$ cat src/rtl/core/mwc_pkg.sv
// ----------------------------------------------------------------------------
// mwc_pkg
// Shared widths, codes and the multiplier digit table for the
// multiply-with-carry range generator.
// ----------------------------------------------------------------------------
package mwc_pkg;

  localparam int unsigned WORD_W    = 32;
  localparam int unsigned ACC_W     = WORD_W + 2;
  localparam int unsigned IN_DATA_W = 136;

  // s_tdata field offsets
  localparam int unsigned BOUND_A_LSB   = 0;
  localparam int unsigned BOUND_B_LSB   = 32;
  localparam int unsigned INCL_BIT      = 64;
  localparam int unsigned SEED_LOW_LSB  = 65;
  localparam int unsigned SEED_HIGH_LSB = 97;

  localparam logic KIND_LOAD = 1'b0;
  localparam logic KIND_DRAW = 1'b1;

  localparam logic [WORD_W-1:0] MWC_MULT = 32'h6AC6_90C5;

  typedef logic [WORD_W-1:0] word_t;
  typedef logic [ACC_W-1:0]  acc_t;

  // multiple of the constant for one radix-4 digit of the multiplier
  function automatic acc_t mult_multiple(input logic [1:0] digit);
    acc_t m1;
    m1 = {2'b00, MWC_MULT};
    case (digit)
      2'd0:    mult_multiple = '0;
      2'd1:    mult_multiple = m1;
      2'd2:    mult_multiple = m1 << 1;
      default: mult_multiple = (m1 << 1) + m1;
    endcase
  endfunction

endpackage

$ cat src/rtl/core/mwc_random_in_range.sv
// ----------------------------------------------------------------------------
// mwc_random_in_range
// Multiply-with-carry generator with a draw of a value inside a signed range.
// ----------------------------------------------------------------------------
// A load, or a draw that does not step the generator, goes from the input beat
//   through ST_DONE to the result; a draw that steps it first passes through
//   ST_MUL and ST_MOD. One beat at a time; the step is a radix-4 shift-add multiply
//   followed by a bit-serial restoring remainder
// reset: synchronous, clears the generator words and the output valid
module mwc_random_in_range
  import mwc_pkg::*;
(
  input  logic                 clk,
  input  logic                 rst,
  // bound_a[31:0], bound_b[63:32], inclusive[64], seed_low[96:65],
  // seed_high[128:97], zero fill
  input  logic [IN_DATA_W-1:0] s_tdata,
  input  logic                 s_tuser,   // kind
  input  logic                 s_tvalid,
  output logic                 s_tready,
  output logic [WORD_W-1:0]    m_tdata,   // value
  output logic                 m_tuser,   // advanced
  output logic                 m_tvalid,
  input  logic                 m_tready
);

  localparam logic [1:0] ST_IDLE = 2'd0;
  localparam logic [1:0] ST_MUL  = 2'd1;
  localparam logic [1:0] ST_MOD  = 2'd2;
  localparam logic [1:0] ST_DONE = 2'd3;

  localparam logic [4:0] MUL_LAST = 5'd15;
  localparam logic [4:0] MOD_LAST = 5'd31;

  logic [1:0] state;
  logic [4:0] cnt;
  word_t      gen_low;
  word_t      gen_high;
  acc_t       phi;
  word_t      plo;
  word_t      rem;
  word_t      rng;
  word_t      lo_reg;
  logic       adv;

  word_t bound_a;
  word_t bound_b;
  logic  incl;
  word_t seed_low;
  word_t seed_high;
  logic  a_ge_b;
  word_t hi_b;
  word_t lo_b;
  word_t range_raw;
  logic  range_ok;
  acc_t  mul_sum;
  word_t rem_sh;
  logic  rem_fit;

  assign bound_a   = s_tdata[BOUND_A_LSB +: WORD_W];
  assign bound_b   = s_tdata[BOUND_B_LSB +: WORD_W];
  assign incl      = s_tdata[INCL_BIT];
  assign seed_low  = s_tdata[SEED_LOW_LSB +: WORD_W];
  assign seed_high = s_tdata[SEED_HIGH_LSB +: WORD_W];

  assign s_tready = (state == ST_IDLE);

  always_comb begin
    a_ge_b    = ($signed(bound_a) >= $signed(bound_b));
    hi_b      = a_ge_b ? bound_a : bound_b;
    lo_b      = a_ge_b ? bound_b : bound_a;
    range_raw = hi_b - lo_b + {{(WORD_W-1){1'b0}}, incl};
    range_ok  = (range_raw != '0) && !range_raw[WORD_W-1];
    mul_sum   = phi + mult_multiple(plo[1:0]);
    rem_sh    = {rem[WORD_W-2:0], plo[WORD_W-1]};
    rem_fit   = (rem_sh >= rng);
  end

  always_ff @(posedge clk) begin
    if (rst) begin
      state    <= ST_IDLE;
      cnt      <= '0;
      gen_low  <= '0;
      gen_high <= '0;
      m_tvalid <= 1'b0;
    end else begin
      if (m_tvalid && m_tready && (state != ST_DONE)) begin
        m_tvalid <= 1'b0;
      end
      unique case (state)
        ST_IDLE: begin
          if (s_tvalid) begin
            cnt <= '0;
            rem <= '0;
            adv <= 1'b0;
            rng <= range_raw;
            if (s_tuser == KIND_LOAD) begin
              gen_low  <= seed_low;
              gen_high <= seed_high;
              lo_reg   <= '0;
              state    <= ST_DONE;
            end else if (bound_a == bound_b) begin
              lo_reg <= bound_b;
              state  <= ST_DONE;
            end else if (!range_ok) begin
              lo_reg <= lo_b;
              state  <= ST_DONE;
            end else begin
              lo_reg <= lo_b;
              phi    <= {2'b00, gen_high};
              plo    <= gen_low;
              adv    <= 1'b1;
              state  <= ST_MUL;
            end
          end
        end
        ST_MUL: begin
          phi <= {2'b00, mul_sum[ACC_W-1:2]};
          plo <= {mul_sum[1:0], plo[WORD_W-1:2]};
          cnt <= cnt + 5'd1;
          if (cnt == MUL_LAST) begin
            gen_low  <= {mul_sum[1:0], plo[WORD_W-1:2]};
            gen_high <= mul_sum[ACC_W-1:2];
            cnt      <= '0;
            state    <= ST_MOD;
          end
        end
        ST_MOD: begin
          plo <= {plo[WORD_W-2:0], 1'b0};
          rem <= rem_fit ? (rem_sh - rng) : rem_sh;
          cnt <= cnt + 5'd1;
          if (cnt == MOD_LAST) begin
            state <= ST_DONE;
          end
        end
        ST_DONE: begin
          if (!m_tvalid || m_tready) begin
            m_tdata  <= rem + lo_reg;
            m_tuser  <= adv;
            m_tvalid <= 1'b1;
            state    <= ST_IDLE;
          end
        end
        default: begin
          state <= ST_IDLE;
        end
      endcase
    end
  end

endmodule

$ cat config.mk
export PLATFORM = sky130hd
export DESIGN_NAME = mwc_random_in_range
export DESIGN_NICKNAME = d
export VERILOG_FILES = /design/src/rtl/core/mwc_pkg.sv /design/src/rtl/core/mwc_random_in_range.sv
export SDC_FILE = /design/constraint.sdc
export NUM_CORES = 1
export LEC_CHECK = 0
export ABC_AREA = 1
export BUFFER_PORTS_ARGS = -buffer_cell sky130_fd_sc_hd__buf_2
export CAP_MARGIN = 20
export CORE_ASPECT_RATIO = 1.75
export CORE_MARGIN = 3
export CORE_UTILIZATION = 45
export DETAILED_ROUTE_END_ITERATION = 8
export PLACE_DENSITY_LB_ADDON = 0.08
export SETUP_SLACK_MARGIN = 0.05
export SLEW_MARGIN = 10
export SYNTH_ARGS = -nofsm -noshare
export SYNTH_HDL_FRONTEND = slang
export SYNTH_SLANG_ARGS = --single-unit
$ cat constraint.sdc
create_clock -name clk -period 18.85 [get_ports clk]
set_input_delay 3.77 -clock clk [delete_from_list [all_inputs] [get_ports clk]]
set_output_delay 3.77 -clock clk [all_outputs]
set_load 0.03 [all_outputs]
[Word level (Yosys, flattened, before mapping)]
Index checks and enable logic that the tools add are counted.
Storage, ports and cells
  output and inout bits: 35
  flip-flop bits (word level): 268
  logic and storage cells: 101
  input port bits: 141
Cells by class
  multiplexer cells: 40
  $lt $le $gt $ge: 2
  add/sub/neg operators: 6
  reduce and logical (&&, ||, !) cells: 21
  bitwise gates (word level): 2
  equality and inequality tests: 17
Operator list (number)
  $mux W32: 15
  $pmux W32 S2: 3
  $mux W34: 4
  $pmux W33 S3: 1
  $pmux W32 S3: 1
  $pmux W34 S2: 1
  $ge A32 B32 Y1: 2
  $sub A32 B32 Y32: 2
  $add A34 B34 Y34: 1
  $add A32 B1 Y32: 1
  $add A32 B32 Y32: 1
  $eq A32 B32 Y1: 1
  $reduce_bool A32 Y1: 1
  $ne A2 B2 Y1 const B: 8
  $pmux W5 S3: 1
  $mux W2: 7
  $reduce_and A6 Y1: 2
  $mux W5: 2
  $reduce_and A3 Y1: 3
  $pmux W2 S4: 1
  $reduce_and A4 Y1: 2
  $eq A2 B2 Y1 const B: 3
  $add A5 B1 Y5 const B: 1
  $eq A5 B4 Y1 const B: 1
  13 further kinds: 23

[Longest topological paths before layout]
Gate-level depths: netlist of run 1.
  word-level depth: 11
  depth in mapped cells: 40
  depth with buffers taken out: 39

[Least setup slack after synthesis of run 1]
OpenSTA, ideal clock, no wires.
  path kind: input to register
  start point: input port s_tdata[55]
  end point: register phi[0] (enable)
  setup time: 0.421 ns
  cell stages on the path: 32
  required time: 18.429 ns
  arrival: 8.412 ns
  path buffers: 2
  slack: 10.017 ns
  cell sequence: inv_1 -> ha_1 -> nand2_1 -> inv_1 -> nor2_1 -> o21a_1 -> nand2_1 -> a21oi_1 -> nand3_1 -> nand3_2 -> buf_6 -> clkbuf_1 -> o21ai_0 -> o21a_1 -> ha_1 -> nand2_1 -> inv_2 -> a21oi_2 -> inv_1 -> a21oi_1 -> nand2_2 -> a21o_1 -> nand2_1 -> nand2_1 -> xor2_1 -> nand2_1 -> nor2_1 -> nand4_1 -> nand2_1 -> nand2_1 -> nand2_1 -> nor2_1
Between the ends
  longest elaborated chain between the ends: 8
  elaborated cells between the ends (all ways): 12
  classes of those cells: 2 x add/sub; 1 x order compare; 3 x eq/ne; 2 x mux; 4 x reduce/logical
Ends and longest elaborated chain
  start, declared: line mwc_random_in_range.sv:17  | input logic [IN_DATA_W-1:0] s_tdata,
  $ge A32 B32 Y1: line mwc_random_in_range.sv:69  | a_ge_b = ($signed(bound_a) >= $signed(bound_b));
  $mux W32, on equally long branches: line mwc_random_in_range.sv:70, mwc_random_in_range.sv:71
  $sub A32 B32 Y32: line mwc_random_in_range.sv:72  | range_raw = hi_b - lo_b + {{(WORD_W-1){1'b0}}, incl};
  $add A32 B1 Y32: line mwc_random_in_range.sv:72
  $reduce_bool A32 Y1 or $logic_not A1 Y1 (tied branches): line mwc_random_in_range.sv:73  | range_ok = (range_raw != '0) && !range_raw[WORD_W-1];
  $logic_and A1 B1 Y1: line mwc_random_in_range.sv:73
  $ne A2 B1 Y1 (no line)
  $reduce_and A6 Y1 (no line) (*)
  end signal, assigned: line mwc_random_in_range.sv:110  | phi <= {2'b00, gen_high};
  end signal, assigned: line mwc_random_in_range.sv:118  | phi <= {2'b00, mul_sum[ACC_W-1:2]};
  end, declared: line mwc_random_in_range.sv:39  | acc_t phi;
Every way passes the cells marked *; elsewhere a longest branch is shown, timed or not.
A chain may end at the register's enable or synchronous reset.

[Worst setup path in the final report of run 1]
  start point: input port s_tdata[39]
  end point: register phi[13] (enable)
Between the ends
  longest elaborated chain between the ends: 8
  elaborated cells between the ends (all ways): 12
  classes of those cells: 2 x add/sub; 1 x order compare; 3 x eq/ne; 2 x mux; 4 x reduce/logical
Ends and longest elaborated chain
  $ge A32 B32 Y1: line mwc_random_in_range.sv:69
  $mux W32, on equally long branches: line mwc_random_in_range.sv:70, mwc_random_in_range.sv:71
  $sub A32 B32 Y32 (*): line mwc_random_in_range.sv:72
  $add A32 B1 Y32 (*): line mwc_random_in_range.sv:72
  net range_raw[17]: line mwc_random_in_range.sv:54  | word_t range_raw;
  $reduce_bool A32 Y1 (*): line mwc_random_in_range.sv:73
  $logic_and A1 B1 Y1 (*): line mwc_random_in_range.sv:73
  $ne A2 B1 Y1 (no line) (*)
  $reduce_and A6 Y1 (no line) (*)
The timed path passes the listed nets; every way through them passes the cells marked *.

==> results.tsv, run 1 <==
metric	value	unit
status	complete, no violations	
area_growth	12.0	%
pre_cts_ws	8.95	ns
grt_antenna_before_repair	0	
drt_iter0_drc	880	
fin_crit_sh	49.6	%
hold_path_class	reg -> reg	
io_buffers	168	
drv_slew	0	
max_cap_violations	0	
place_inst	3034	
clkSlewWorstSetupHoldPaths	0.07	ns
grt-ovfl-total	0	
final_common_cell	nand2_1	
synth_area_leaders	edfxtp_1 31%, ha_1 11%, nand2_1 9.5%	
cts_tree	done	
period_needed	9.34	ns
synthMuxAreaShare	0	%
cts_max_level	1	
end_kind	register	
hold_buffers	0	
drt-total-wl	54.5	mm
fin_tns_setup	0	ns
yosysWarnings	0	
finalHoldViolCount	0	
clkSinkCount	266	
synth_area	18700	µm²
slowest_stage	buf_4	
synthesis.instances	2371	
start_util	45.5	%
core	41000	µm²
critPathLaunchType	primary input	
crit_type	in -> reg	
yosys.area_share.simple	17.8	%
synth_compound_area_share	20.5	%
rsz0062_at_grt	no	
final_area	20900	µm²
setup_viol	0	
leakage	0.00943	µW
cts_resized	0	
min_delay_path_depth	0	
slowest_delay	0.47	ns
dpl_cell_area	20000	µm²
synth_area_leader_cell	edfxtp_1	
fin_cells	3083	
die-area	44000	µm²
fmax	107	MHz
ir_worst_vdd	0.0735	mV
synthDistinctLibCells	49	
synthFlopType	edfxtp_1	
critical_path_required	19.03	ns
n_antenna_cell	0	
wire_per_inst	17.7	µm
post_synth_fa_ha_maj_area_fraction	11.6	%
hpwl	42.9	mm
insertion_delay	0.55	ns
worst_slew_pin_slew	1.19	ns
vias_per_cell	5.40	
vias	16700	
grt_pass1_wl	86.0	mm
whs	0.432	ns
yosysSeqAreaShare	39.0	%
rows	98	
postRouteAntennaNets	0	
setup_slack	9.51	ns
final_layout_size_suffix_gt1_share	11.3	%
synth_top_family_by_area	compound AO/OA/AOI/OAI gates	
critPathMaxFanout	63	
die_w	160	µm
final_cell_mix	474 x nand2_1, 294 x a21oi_1, 280 x inv_1	
async_reset_ff_share	0	%
power_density	152	nW/µm²
slew_headroom	20.5	%
ys_ff_latch	266	
avgSynthCellArea	7.87	µm²
synthXorXnorAreaFrac	3.62	%
ioPinCount	176	
place_congestion	0.954	
grt_usage	24.3	%
cts_buffers	26	
synth_edf_count	194	
synth_top_area_share	31.2	%
post_cts_buffers	0	
nNetsFinal	2825	
drtPass1Iterations	6	
drc	0	
crit_arrival	9.52	ns
synth_fp_nets	2683	
ctsRootBufferMaster	clkbuf_16	
grt_pass1_vias	17000	
grt_max_degree	80	
clockBufferDepth	3	
clock_skew	0.0183	ns
path_common_cell	nand2_1	
die_h	275	µm
r2r_cells	19	
layer usage:
metal	share of wire [%]	track usage [%]	routed length, µm	vias up
met1	37	24.8	20000	7798
li1	-	-	-	8447
met5	0	0	0	-
met3	2.8	1.80	1520	97
met2	57	50.2	30800	317
met4	4.0	9.51	2160	0
power by group:
group	switching (µW)	leakage (µW)	internal, µW	total [µW]
logic	1130	0.00662	558	1690
clock network	229	0.000406	284	513
registers	91.1	0.00241	878	969
total	1450	0.00943	1720	3170
worst paths after layout:
| path | from | to | slack [ns] |
|---|---|---|---|
| worst max-delay path | s_tdata[39] | phi[13] | 9.51 |
| worst min-delay path | adv | m_tuser | 0.43 |
| worst max register to register | plo[1] | phi[20] | 14.79 |
| worst min register to register | adv | m_tuser | 0.43 |
per-stage QoR:
stage	utilization [%]	power, µW
2_1_floorplan	-	2200
3_3_place_gp	48.9	2650
3_5_place_dp	48.9	2670
4_1_cts	50.9	3200
5_1_grt	51.0	3440
6_report	51.0	3170
cells by family (layout without fill, tap and decap cells):
| family | count (synthesis) | after routing |
|---|---|---|
| AND/OR/NAND/NOR | 811 | 811 |
| AO/OA/AOI/OAI | 678 | 678 |
| buffers and inverters | 368 | 530 |
| flip-flops | 266 | 266 |
| adder cells (fa/ha/maj) | 171 | 171 |
| XOR/XNOR | 77 | 77 |
synth_stat cells, types with 3 or more instances:
| master | number |
|---|---|
| buf_2 | 6 |
| a221oi_1 | 22 |
| nand2_2 | 8 |
| nand2_1 | 474 |
| clkinv_1 | 4 |
| nor2_1 | 195 |
| nand3_1 | 58 |
| nand3_2 | 4 |
| nand4_1 | 27 |
| o21ai_0 | 166 |
| nor3_1 | 26 |
| fa_1 | 4 |
| edfxtp_1 | 194 |
| clkbuf_1 | 56 |
| o21ai_2 | 9 |
| o21a_1 | 37 |
| nor4_1 | 5 |
| or2_2 | 5 |
| buf_1 | 6 |
| ha_1 | 167 |
| o2111ai_1 | 4 |
| inv_1 | 283 |
| xor2_1 | 39 |
| inv_2 | 12 |
| a21o_1 | 10 |
| a21oi_1 | 294 |
| xnor2_1 | 38 |
| o21bai_1 | 8 |
| nor2_2 | 3 |
| dfxtp_1 | 72 |
| o21ai_1 | 41 |
| a21oi_2 | 6 |
| a31oi_1 | 60 |
| a21boi_1 | 7 |
critical path: cells and delay by family:
family / cells / cell delay, ns
buffers and inverters: 5 / 1.12
adder cells (fa/ha/maj): 2 / 0.70
XOR/XNOR: 1 / 0.28
AO/OA/AOI/OAI: 3 / 0.58
AND/OR/NAND/NOR: 19 / 2.99
cell type report:
| cell class | instances | area [µm²] |
|---|---|---|
| Clock buffer | 34 | 722 |
| Clock inverter | 14 | 101 |
| Fill cell | 4138 | 20100 |
| Inverter | 299 | 1120 |
| Multi-Input combinational cell | 1737 | 10000 |
| Sequential cell | 266 | 7270 |
| Tap cell | 550 | 688 |
| Timing Repair Buffer | 183 | 973 |
No activity file was read; power rests on OpenSTA's default activity.
==> run 2: changes to the inputs <==
- clock period: 18.85 -> 8.3 ns (I/O delays scaled with it)
==> results.tsv, run 2 (synthesis results as in run 1) <==
metric	value	unit	change
postRouteAntennaNets	0		unchanged
min_delay_path_depth	0		unchanged
end_kind	register		
vias	16700		+0.20%
cts_buffers	26		unchanged
setup_viol	0		unchanged
worst_slew_pin_slew	1.28	ns	+0.0899 ns
cts_resized	0		unchanged
grt_max_degree	80		unchanged
slowest_delay	0.43	ns	-0.04 ns
final_layout_size_suffix_gt1_share	11.2	%	-0.039 points
hold_start	adv		
clock_skew	0.0130	ns	-0.00529 ns
cts_max_level	1		unchanged
slew_headroom	14.5	%	-6.0 points
hpwl	42.6	mm	-0.65%
drt_iter0_drc	845		-4.0%
grt_pass1_wl	85.5	mm	-0.51%
ir_worst_vdd	0.199	mV	+170%
insertion_delay	0.54	ns	about the same
r2r_slack	4.30	ns	-10.49 ns
slowest_stage	a21oi_1		
ioPinCount	176		unchanged
cts_tree	done		
holdPathEnd	m_tuser		
crit_arrival	7.08	ns	-2.44 ns
crit_type	in -> reg		
clkSlewWorstSetupHoldPaths	0.07	ns	about the same
r2r_cells	19		unchanged
hold_buffers	0		unchanged
die-area	44000	µm²	unchanged
area_growth	12.5	%	
hold_path_class	reg -> reg		
dpl_cell_area	20100	µm²	+0.19%
setup_slack	1.50	ns	-8.01 ns
final_cell_mix	474 x nand2_1, 294 x a21oi_1, 280 x inv_1		
status	complete, no violations		
clkSinkCount	266		unchanged
critPathLaunchType	primary input		
io_buffers	168		unchanged
n_antenna_cell	0		unchanged
critical_path_required	8.58	ns	-10.45 ns
period_needed	6.80	ns	
power_density	349	nW/µm²	+130%
drtPass1Iterations	6		unchanged
ctsRootBufferMaster	clkbuf_16		
drc	0		unchanged
grt_pass1_vias	16800		-1.1%
start_util	45.5	%	unchanged
wire_per_inst	17.7	µm	about the same
finalHoldViolCount	0		unchanged
vias_per_cell	5.41		+0.20%
die_h	275	µm	unchanged
grt_usage	24.1	%	-0.22 points
rsz0062_at_grt	no		
grt-ovfl-total	0		unchanged
fmax	147	MHz	
critPathMaxFanout	49		-22%
drv_slew	0		unchanged
fin_tns_setup	0	ns	unchanged
rows	98		unchanged
grt_antenna_before_repair	0		unchanged
reg2reg_to	phi[20]		
drt-total-wl	54.6	mm	about the same
nNetsFinal	2825		unchanged
final_area	21000	µm²	+0.44%
post_cts_buffers	0		unchanged
leakage	0.00947	µW	+0.39%
die_w	160	µm	unchanged
max_cap_violations	0		unchanged
pre_cts_ws	0.885	ns	-8.07 ns
core	41000	µm²	unchanged
place_congestion	0.954		about the same
r2r_start	plo[1]		
final_common_cell	nand2_1		
fin_crit_sh	82.0	%	
path_common_cell	nand2_1		
clockBufferDepth	3		unchanged
[run 2: changes by cell type in the layout (fill, tap and decap cells not counted), sizes merged]
cell      change
bufinv        +3
inv           -1
clkinvlp      -1
clkbuf        -1
[run 2: layout make-up]
cell class	count	area [µm²]
clock buffers	33	698
clock inverters	15	180
fillers	4093	20000
inverters	299	1120
multi-input cells	1737	10000
flip-flops and latches	266	7270
well taps	550	688
repair buffers	183	1010
[run 2: metal layers]
layer  part of all wire [%]  global-route usage, %  vias up
met5                      0                      0        -
met4                    4.0                   9.76        0
met3                    3.0                   1.61      111
met2                     56                   49.8      354
met1                     37                   24.6     7792
li1                       -                      -     8435
[run 2: power by group]
| part | internal [µW] | switching [µW] | total [µW] |
|---|---|---|---|
| Clock | 721 | 522 | 1240 |
| Combinational | 1290 | 2580 | 3880 |
| Sequential | 1990 | 204 | 2200 |
| Total | 4010 | 3310 | 7320 |
[run 2: worst max-delay path by stage]
stage / to / from / slack [ns] / depth (start not counted)
detailed placement: phi[19] / s_tdata[39] / 0.88 / 28
global placement: phi[21] / s_tdata[39] / 0.95 / 28
CTS: phi[22] / s_tdata[39] / 1.44 / 28
global route: phi[13] / s_tdata[39] / 1.01 / 37
finish: phi[13] / s_tdata[39] / 1.50 / 30
floorplan: phi[0] / s_tdata[55] / 1.58 / 32
[run 2: through the flow]
step | hold WS [ns] | cells | total power (µW) | util [%]
after floorplan | 0.400 | 2371 | 5000 | -
after global placement | 0.430 | 3034 | 6010 | 49.0
after detailed placement | 0.436 | 3034 | 6060 | 49.0
after CTS | 0.456 | 3082 | 7330 | 51.2
after global routing | 0.465 | 3083 | 7920 | 51.2
final | 0.449 | 3083 | 7320 | 51.2
[run 2: critical path: cells and delay by family]
kind / cells / cell delay (ns)
and+or+nand+nor: 17 / 2.19
buffers and inverters: 4 / 0.62
xor gates and xnor gates: 1 / 0.24
AOI/OAI and AO/OA: 6 / 1.69
adders and majority gates: 2 / 0.61
==> run 3: changes to the inputs <==
- clock period: 8.3 -> 5.9 ns (I/O delays scaled with it)
==> results.tsv, run 3 (synthesis results as in run 1) <==
metric	value	unit	change
status	complete, no violations		
r2r_cells	19		unchanged
final_layout_size_suffix_gt1_share	21.4	%	+10 points
critPathBufInv	7		+3
reg2reg_to	phi[20]		
end_kind	register		
finalPower	10800	µW	+47%
crit_family	simple AND/OR/NAND/NOR gates		
crit_type	in -> reg		
area_growth	24.8	%	
swShare	44.2	%	-1.0 points
setup_viol	0		unchanged
drc	0		unchanged
clkSinkCount	266		unchanged
vias	17600		+5.7%
path_common_cell	nand2_1		
vias_per_cell	5.27		-2.6%
grt_antenna_before_repair	0		unchanged
wire_per_inst	17.1	µm	-3.7%
grt_usage	24.4	%	+0.37 points
p_int	6000	µW	+50%
slowest_delay	0.31	ns	-0.12 ns
drtPass1Iterations	5		-1
grt-ovfl-total	0		unchanged
drv_slew	0		unchanged
cts_buffers	25		-3.8%
clock_power_share	16.0	%	-1.0 points
ir_worst_vdd	0.246	mV	+24%
cp-endpoint	plo[26]		
die-area	44000	µm²	unchanged
slew_headroom	33.1	%	+19 points
rows	98		unchanged
final_cell_mix	458 x nand2_1, 281 x inv_1, 279 x a21oi_1		
critical_path_required	6.14	ns	-2.44 ns
clkSlewWorstSetupHoldPaths	0.06	ns	about the same
io_buffers	168		unchanged
grt_max_degree	80		unchanged
fmax	181	MHz	
critPathMaxFanout	16		-67%
slowest_stage	ha_1		
clockBufferDepth	3		unchanged
finalHoldViolCount	0		unchanged
r2r_start	plo[1]		
period_needed	5.53	ns	
cts_max_level	1		unchanged
drt_iter0_drc	969		+15%
crit_arrival	5.77	ns	-1.31 ns
insertion_delay	0.54	ns	about the same
max_cap_violations	0		unchanged
drt-total-wl	57.1	mm	+4.5%
fin_crit_sh	93.7	%	
switchingPower	4760	µW	+44%
worst_slew_pin_slew	1.00	ns	-0.277 ns
grt_pass1_wl	87.0	mm	+1.7%
cts_tree	done		
fill_cells	3989		-2.5%
leakage	0.0108	µW	+14%
worstSetupStartpoint	s_tdata[38]		
die_w	160	µm	unchanged
grt_pass1_vias	17700		+5.1%
p_seq_share	28.7	%	-1.3 points
whs	0.427	ns	-0.0218 ns
r2r_slack	1.94	ns	-2.36 ns
final_common_cell	nand2_1		
core	41000	µm²	unchanged
seq_area	7270	µm²	unchanged
path_depth	34		+13%
power_density	462	nW/µm²	+33%
comb_power_share	55.3	%	+2.3 points
critPathLaunchType	primary input		
multi_input_comb_area	10300	µm²	+2.5%
nNetsFinal	3090		+9.4%
n_antenna_cell	0		unchanged
hpwl	44.1	mm	+3.6%
clock_skew	0.0174	ns	+0.00438 ns
ctsRootBufferMaster	clkbuf_16		
start_util	45.5	%	unchanged
hold_path_class	reg -> reg		
die_h	275	µm	unchanged
ioPinCount	176		unchanged
postRouteAntennaNets	0		unchanged
place_congestion	0.900		-5.7%
==> run 3: area by class of cell <==
type,count,area share (%)
clock buffers,31,2.78
clock inverters,14,0.892
inverters,299,4.82
multi-input cells,1737,44.1
flip-flops and latches,266,31.2
well taps,550,2.96
repair buffers,449,13.2
==> run 3: power by group through the flow <==
stage | clock (µW) | sequential (µW) | combinational (µW)
floorplan | 0 | 3070 | 3970
finish | 1730 | 3090 | 5950
CTS | 1770 | 3090 | 5830
global route | 1820 | 3140 | 6660
detailed placement | 0 | 3130 | 5810
global placement | 0 | 3120 | 5730
==> run 3: worst min-delay path by stage <==
stage               startpoint      end  slack [ns]  cells past startpoint
floorplan                  adv  m_tuser        0.40                      0
global placement           adv  m_tuser        0.42                      0
detailed placement         adv  m_tuser        0.42                      0
CTS                        adv  m_tuser        0.43                      0
global route               adv  m_tuser        0.45                      0
finish                     adv  m_tuser        0.43                      0
==> run 3: metrics by stage <==
stage	std cells	cell area, µm²	setup WS, ns	util [%]	setup TNS [ns]
3_5_place_dp	3292	22000	-0.424	53.7	-26.61
2_1_floorplan	2371	18700	-0.343	-	-21.95
4_1_cts	3337	22900	0.137	55.8	0
6_report	3346	23300	0.370	56.9	0
3_3_place_gp	3291	22000	-0.451	53.7	-28.26
5_1_grt	3346	23300	-0.0209	56.9	-0.549
==> run 3: what timing repair did <==
item,in CTS,in global routing
hold buffers,0,0
resized for setup,0,81
buffers inserted,0,1
setup endpoints to repair,0,65
==> run 3: per-layer routing <==
layer | track usage (%) | share of wire (%) | up-vias
li1 | - | - | 8963
met5 | 0 | 0 | -
met1 | 24.6 | 36 | 8151
met2 | 49.9 | 56 | 383
met4 | 11.8 | 5.3 | 0
met3 | 1.71 | 2.7 | 147
